## config.mk

```make
export PLATFORM = sky130hd
export DESIGN_NAME = magic_length_frame_deframer
export DESIGN_NICKNAME = d
export VERILOG_FILES = /design/src/mlfd_pkg.sv /design/src/magic_length_frame_deframer.sv
export SDC_FILE = /design/constraint.sdc
export NUM_CORES = 1
export LEC_CHECK = 0
export ABC_AREA = 1
export BUFFER_PORTS_ARGS = -buffer_cell sky130_fd_sc_hd__clkbuf_2
export CORE_MARGIN = 10
export CORE_UTILIZATION = 55
export CTS_CLUSTER_SIZE = 40
export DETAILED_ROUTE_END_ITERATION = 8
export GPL_ROUTABILITY_DRIVEN = 0
export PLACE_DENSITY = 0.75
export SYNTH_ARGS = -nofsm -noshare
export SYNTH_HDL_FRONTEND = slang
export SYNTH_SLANG_ARGS = --single-unit
```

## constraint.sdc

```tcl
create_clock -name clk -period 5.39 [get_ports clk]
set_input_delay 0.539 -clock clk [delete_from_list [all_inputs] [get_ports clk]]
set_output_delay 0.539 -clock clk [all_outputs]
set_load 0.01 [all_outputs]
```

## src/mlfd_pkg.sv

```systemverilog
// shared types and constants for the magic length frame deframer
package mlfd_pkg;

  localparam int HEADER_BYTES = 16;
  localparam int MAGIC_BYTES  = 8;
  localparam int IDX_W        = $clog2(HEADER_BYTES);
  localparam int MAGIC_IDX_W  = $clog2(MAGIC_BYTES);

  localparam logic [7:0] MAGIC_SEQ [MAGIC_BYTES] = '{
    8'h7A, 8'h54, 8'h85, 8'h40, 8'hAF, 8'h24, 8'hD0, 8'h24
  };

  // header byte positions
  localparam logic [IDX_W-1:0] IDX_SELF_LEN0 = IDX_W'(8);
  localparam logic [IDX_W-1:0] IDX_PAY_LEN0  = IDX_W'(12);
  localparam logic [IDX_W-1:0] IDX_PAY_LEN1  = IDX_W'(13);
  localparam logic [IDX_W-1:0] IDX_PAY_LEN2  = IDX_W'(14);
  localparam logic [IDX_W-1:0] IDX_LAST      = IDX_W'(HEADER_BYTES - 1);

  localparam logic [7:0]  SELF_LEN_BYTE0   = 8'(HEADER_BYTES);
  localparam logic [15:0] MAX_PAYLOAD_RST  = 16'd1499;

  typedef enum logic [1:0] {
    PH_HEADER  = 2'd0,
    PH_PAYLOAD = 2'd1,
    PH_HALT    = 2'd2
  } phase_t;

  typedef enum logic [1:0] {
    KIND_DATA   = 2'd0,
    KIND_EMPTY  = 2'd1,
    KIND_REJECT = 2'd2
  } kind_t;

endpackage

```

## src/magic_length_frame_deframer.sv

```systemverilog
// byte stream deframer: magic plus length header, payload forwarding, reject and halt
// the result of an accepted input beat is in the output register in the cycle after it is accepted
// throughput: one byte per cycle while the output register is not held full by out_stall
// a new beat is taken whenever the output register is empty or drains in the same cycle
// rst (synchronous, active high) clears the output register, returns to header search
// and sets max_payload to 1499; a rejected header halts the block until the next rst
module magic_length_frame_deframer (
  input  logic                clk,
  input  logic                rst,
  input  logic                in_valid,
  output logic                in_stall,
  input  logic [7:0]          in_byte,
  output logic                out_valid,
  input  logic                out_stall,
  output logic [1:0]          kind,
  output logic [7:0]          data_byte,
  output logic                last_of_frame,
  input  logic                cfg_wen,
  input  logic [15:0]         cfg_wdata
);
  import mlfd_pkg::*;

  phase_t                phase, phase_next;
  logic [IDX_W-1:0]      header_index, header_index_next;
  logic                  header_ok, header_ok_next;
  logic                  len_hi_zero, len_hi_zero_next;
  logic [15:0]           len_low, len_low_next;
  logic [15:0]           payload_remaining, payload_remaining_next;
  logic [15:0]           max_payload;

  logic                  res_valid;
  kind_t                 res_kind;
  logic [7:0]            res_data;
  logic                  res_last;

  logic                  in_accept;
  logic                  out_free;
  logic                  byte_ok;
  logic                  legal;
  logic [15:0]           full_len;

  assign out_free  = !out_valid || !out_stall;
  assign in_stall  = !out_free;
  assign in_accept = in_valid && out_free;

  // per-position check of a magic, self-length or zero header byte against its only legal value
  always_comb begin
    byte_ok = 1'b1;
    if (header_index < IDX_W'(MAGIC_BYTES)) begin
      byte_ok = (in_byte == MAGIC_SEQ[header_index[MAGIC_IDX_W-1:0]]);
    end else if (header_index == IDX_SELF_LEN0) begin
      byte_ok = (in_byte == SELF_LEN_BYTE0);
    end else if (header_index < IDX_PAY_LEN0) begin
      byte_ok = (in_byte == 8'd0);
    end
  end

  assign full_len = len_low;
  assign legal    = header_ok && len_hi_zero && (in_byte == 8'd0)
                    && (full_len <= max_payload);

  always_comb begin
    phase_next             = phase;
    header_index_next      = header_index;
    header_ok_next         = header_ok;
    len_hi_zero_next       = len_hi_zero;
    len_low_next           = len_low;
    payload_remaining_next = payload_remaining;
    res_valid              = 1'b0;
    res_kind               = KIND_DATA;
    res_data               = 8'd0;
    res_last               = 1'b0;
    case (phase)
      PH_HEADER: begin
        if (header_index == IDX_PAY_LEN0) begin
          len_low_next = {8'd0, in_byte};
        end else if (header_index == IDX_PAY_LEN1) begin
          len_low_next = {in_byte, len_low[7:0]};
        end else if (header_index == IDX_PAY_LEN2) begin
          len_hi_zero_next = (in_byte == 8'd0);
        end
        if (header_index != IDX_LAST) begin
          header_ok_next    = header_ok && byte_ok;
          header_index_next = header_index + IDX_W'(1);
        end else begin
          header_index_next = '0;
          res_valid         = 1'b1;
          if (!legal) begin
            phase_next = PH_HALT;
            res_kind   = KIND_REJECT;
          end else if (full_len == 16'd0) begin
            header_ok_next = 1'b1;
            res_kind       = KIND_EMPTY;
            res_last       = 1'b1;
          end else begin
            res_valid              = 1'b0;
            payload_remaining_next = full_len;
            phase_next             = PH_PAYLOAD;
          end
        end
      end
      PH_PAYLOAD: begin
        res_valid = 1'b1;
        res_kind  = KIND_DATA;
        res_data  = in_byte;
        if (payload_remaining <= 16'd1) begin
          res_last               = 1'b1;
          payload_remaining_next = 16'd0;
          phase_next             = PH_HEADER;
          header_index_next      = '0;
          header_ok_next         = 1'b1;
        end else begin
          payload_remaining_next = payload_remaining - 16'd1;
        end
      end
      default: begin
        // halted: beats are swallowed until reset
      end
    endcase
  end

  always_ff @(posedge clk) begin
    if (rst) begin
      phase             <= PH_HEADER;
      header_index      <= '0;
      header_ok         <= 1'b1;
      len_hi_zero       <= 1'b1;
      len_low           <= 16'd0;
      payload_remaining <= 16'd0;
    end else if (in_accept) begin
      phase             <= phase_next;
      header_index      <= header_index_next;
      header_ok         <= header_ok_next;
      len_hi_zero       <= len_hi_zero_next;
      len_low           <= len_low_next;
      payload_remaining <= payload_remaining_next;
    end
  end

  always_ff @(posedge clk) begin
    if (rst) begin
      max_payload <= MAX_PAYLOAD_RST;
    end else if (cfg_wen) begin
      max_payload <= cfg_wdata;
    end
  end

  // output register
  always_ff @(posedge clk) begin
    if (rst) begin
      out_valid <= 1'b0;
    end else if (out_free) begin
      out_valid <= in_accept && res_valid;
    end
  end

  always_ff @(posedge clk) begin
    if (out_free && in_accept && res_valid) begin
      kind          <= res_kind;
      data_byte     <= res_data;
      last_of_frame <= res_last;
    end
  end

endmodule
```

==> reports/results.ini <==
[power]
powerDensity_nw_per_um2 = 237
combPwrFrac_pct = 9.8
p_clk_share_pct = 40.5
pwr-share-seq_pct = 49.7
p_int_w = 0.000802
vdd_ir_drop_max_uv = 135
p_switching_w = 0.000270
power_leakage_nw = 2.19
p_sw_share_pct = 25.2

[worst_setup_path]
cp.required_ns = 5.63
endpoint_kind = register
start_kind = register
critPathLaunch = phase[1]
critPathKind = reg2reg
worst-path-max-fanout = 20
cp.arrival_ns = 2.73
r2r-start = phase[1]

[status]
status = complete, no violations

[synth]
synth_top_area_share_pct = 27.7
yosysSeqAreaShare_pct = 35.7
synth_compound_area_share_pct = 18.7
postSynthAreaPerCell_um2 = 7.60
syn_nets = 594
synth_seq_cells = 68
synth_adder_area_share_pct = 6.98
synth_commonest_cells = 83 x nand2_1, 66 x inv_1, 62 x a21oi_1
synth_top_family_by_area = simple AND/OR/NAND/NOR gates
yosys_warnings = 0
syn_area_um2 = 4120
ys.flop_type = dfxtp_1
synth_xor_area_share_pct = 2.55
synth_top_area_cell = dfxtp_1
synthMuxAreaShare_pct = 0
synth_cell_types = 44
yosysMostFrequentCell = nand2_1
syn_inst = 542
synth_edf_count = 11
yosys-top-cells-area = dfxtp_1 28%, edfxtp_1 8.0%, nand2_1 7.6%
synthArstFlopShare_pct = 0
synth-simple-area-share_pct = 25.5

[floorplan]
ios = 42
die-area_um2 = 11400
row_count = 31
start_util_pct = 56.8
die_y_um = 107
coreArea_um2 = 7250
die_w_um = 107

[place]
post-place-ws_ns = 2.96
dp_cells = 663
dp_hpwl_um = 7340
io_buffers = 41

[detailed_routing]
totalWireLength_um = 9670
drc = 0
vias_per_cell = 5.32
postRouteAntennaNets = 0
vias = 3611
drtIter0Drc = 181
wl_per_cell_um = 14.2
firstDrtPassIters = 4

[timing]
maxSlewHeadroom_pct = 44.7
finalSetupTns_ns = 0
finalCritPeriodShare_pct = 46.1
max_freq_mhz = 403
worst_slack_ns = 2.91
slew_violations = 0
fin_skew_ns = 0.00319
fin_crit_ns = 2.48
grt_setup_unrepaired = false
tightest_slew_ns = 0.827
setup_violations = 0
hold_viol_final = 0

[worst_hold_path]
hold_path.class = in2reg
worstHoldStart = cfg_wdata[1]

[global_route]
grt_pass1_vias = 3355
antenna_found_initial = 0
grt_start_max_net_pins = 31
grt_usage_pct = 16.8
overflow = 0
grt_first_pass_wirelength_um = 15700

[clocking]
post_cts_buffers = 0
h-tree-depth = 3
cts_hold_buf = 0
insertion_delay_ns = 0.34
cts-root-buf = clkbuf_8
cts_tree = done
path_clk_slew_ns = 0.07
cts_made_buffers = 9
cts.sinks = 68
ctsResizeCount = 0
max-clock-path-buffers = 2

[run]
maxCapViolCount = 0

[finish]
diodes = 0
stdcell_count = 679
nNetsFinal = 627
drive_gt1_share_pct = 19.1
area_growth_pct = 9.56

==> through the flow <==
step | utilization [%] | hold WS, ns | power (W) | cell area [µm²]
6_report | 62.3 | 0.405 | 0.00107 | 4520
5_1_grt | 62.3 | 0.403 | 0.00112 | 4520
4_1_cts | 62.3 | 0.391 | 0.00108 | 4520
3_5_place_dp | 59.4 | 0.459 | 0.000648 | 4310
3_3_place_gp | 59.4 | 0.457 | 0.000644 | 4310
2_1_floorplan | - | 0.435 | 0.000619 | 4120
==> path summary, 6_finish.rpt <==
check | endpoint | slack [ns] | depth (start not counted)
worst min register to register | max_payload[8] | 0.47 | 2
worst max register to register | payload_remaining[8] | 2.91 | 9
worst max-delay path | payload_remaining[8] | 2.91 | 9
worst min-delay path | max_payload[1] | 0.41 | 3
==> state kept, by name, summed over array words and instances (netlist names) <==
signal / count
full_len: 16
max_payload: 16
payload_remaining: 16
data_byte: 8
header_index: 4
kind: 2
phase: 2
header_ok: 1
last_of_frame: 1
len_hi_zero: 1
out_valid: 1
==> power groups by stage <==
stage                logic, W  registers (W)  clock network, W
floorplan           0.0000766       0.000543                 0
finish               0.000105       0.000532          0.000434
detailed placement   0.000104       0.000544                 0
global route         0.000120       0.000533          0.000466
global placement     0.000101       0.000544                 0
CTS                  0.000105       0.000532          0.000443
==> routing by layer <==
metal,track usage [%],up-vias,part of all wire [%]
met5,0,-,0
met4,5.61,0,1.5
met3,4.47,16,5.0
met1,20.0,1645,45
met2,28.6,85,48
li1,-,1865,-
==> worst max-delay path, cell delays in order, from the launching register on <==
cell and delay [ns]:
dfxtp_1 0.47, inv_1 0.07, nand2_1 0.51, inv_1 0.45
nand2_4 0.34, inv_2 0.10, a22oi_1 0.18, nand3_1 0.11
nand2_1 0.10, nor2_1 0.05
==> final cells by class <==
cell class,instances,area [µm²]
well taps,99,124
repair buffers,41,205
fillers,645,2740
clock inverters,4,47.5
multi-input cells,376,2210
flip-flops and latches,68,1470
clock buffers,12,156
inverters,79,297
==> layout by cell type, fill, tap and decap left out, types with 11 or more instances in the layout <==
master    instances
inv_1            66
nand3_1          31
dfxtp_1          57
nor2_1           49
clkbuf_2         41
a21oi_1          62
edfxtp_1         11
inv_2            13
ha_1             23
o21ai_0          31
nand2_1          83
==> cells by family after synthesis <==
| family | Yosys count |
|---|---|
| buffers and inverters | 98 |
| DFF | 68 |
| AOI/OAI and AO/OA | 127 |
| adders and majority gates | 23 |
| xor gates and xnor gates | 12 |
| and+or+nand+nor | 214 |
No activity file was read; power rests on OpenSTA's default activity.
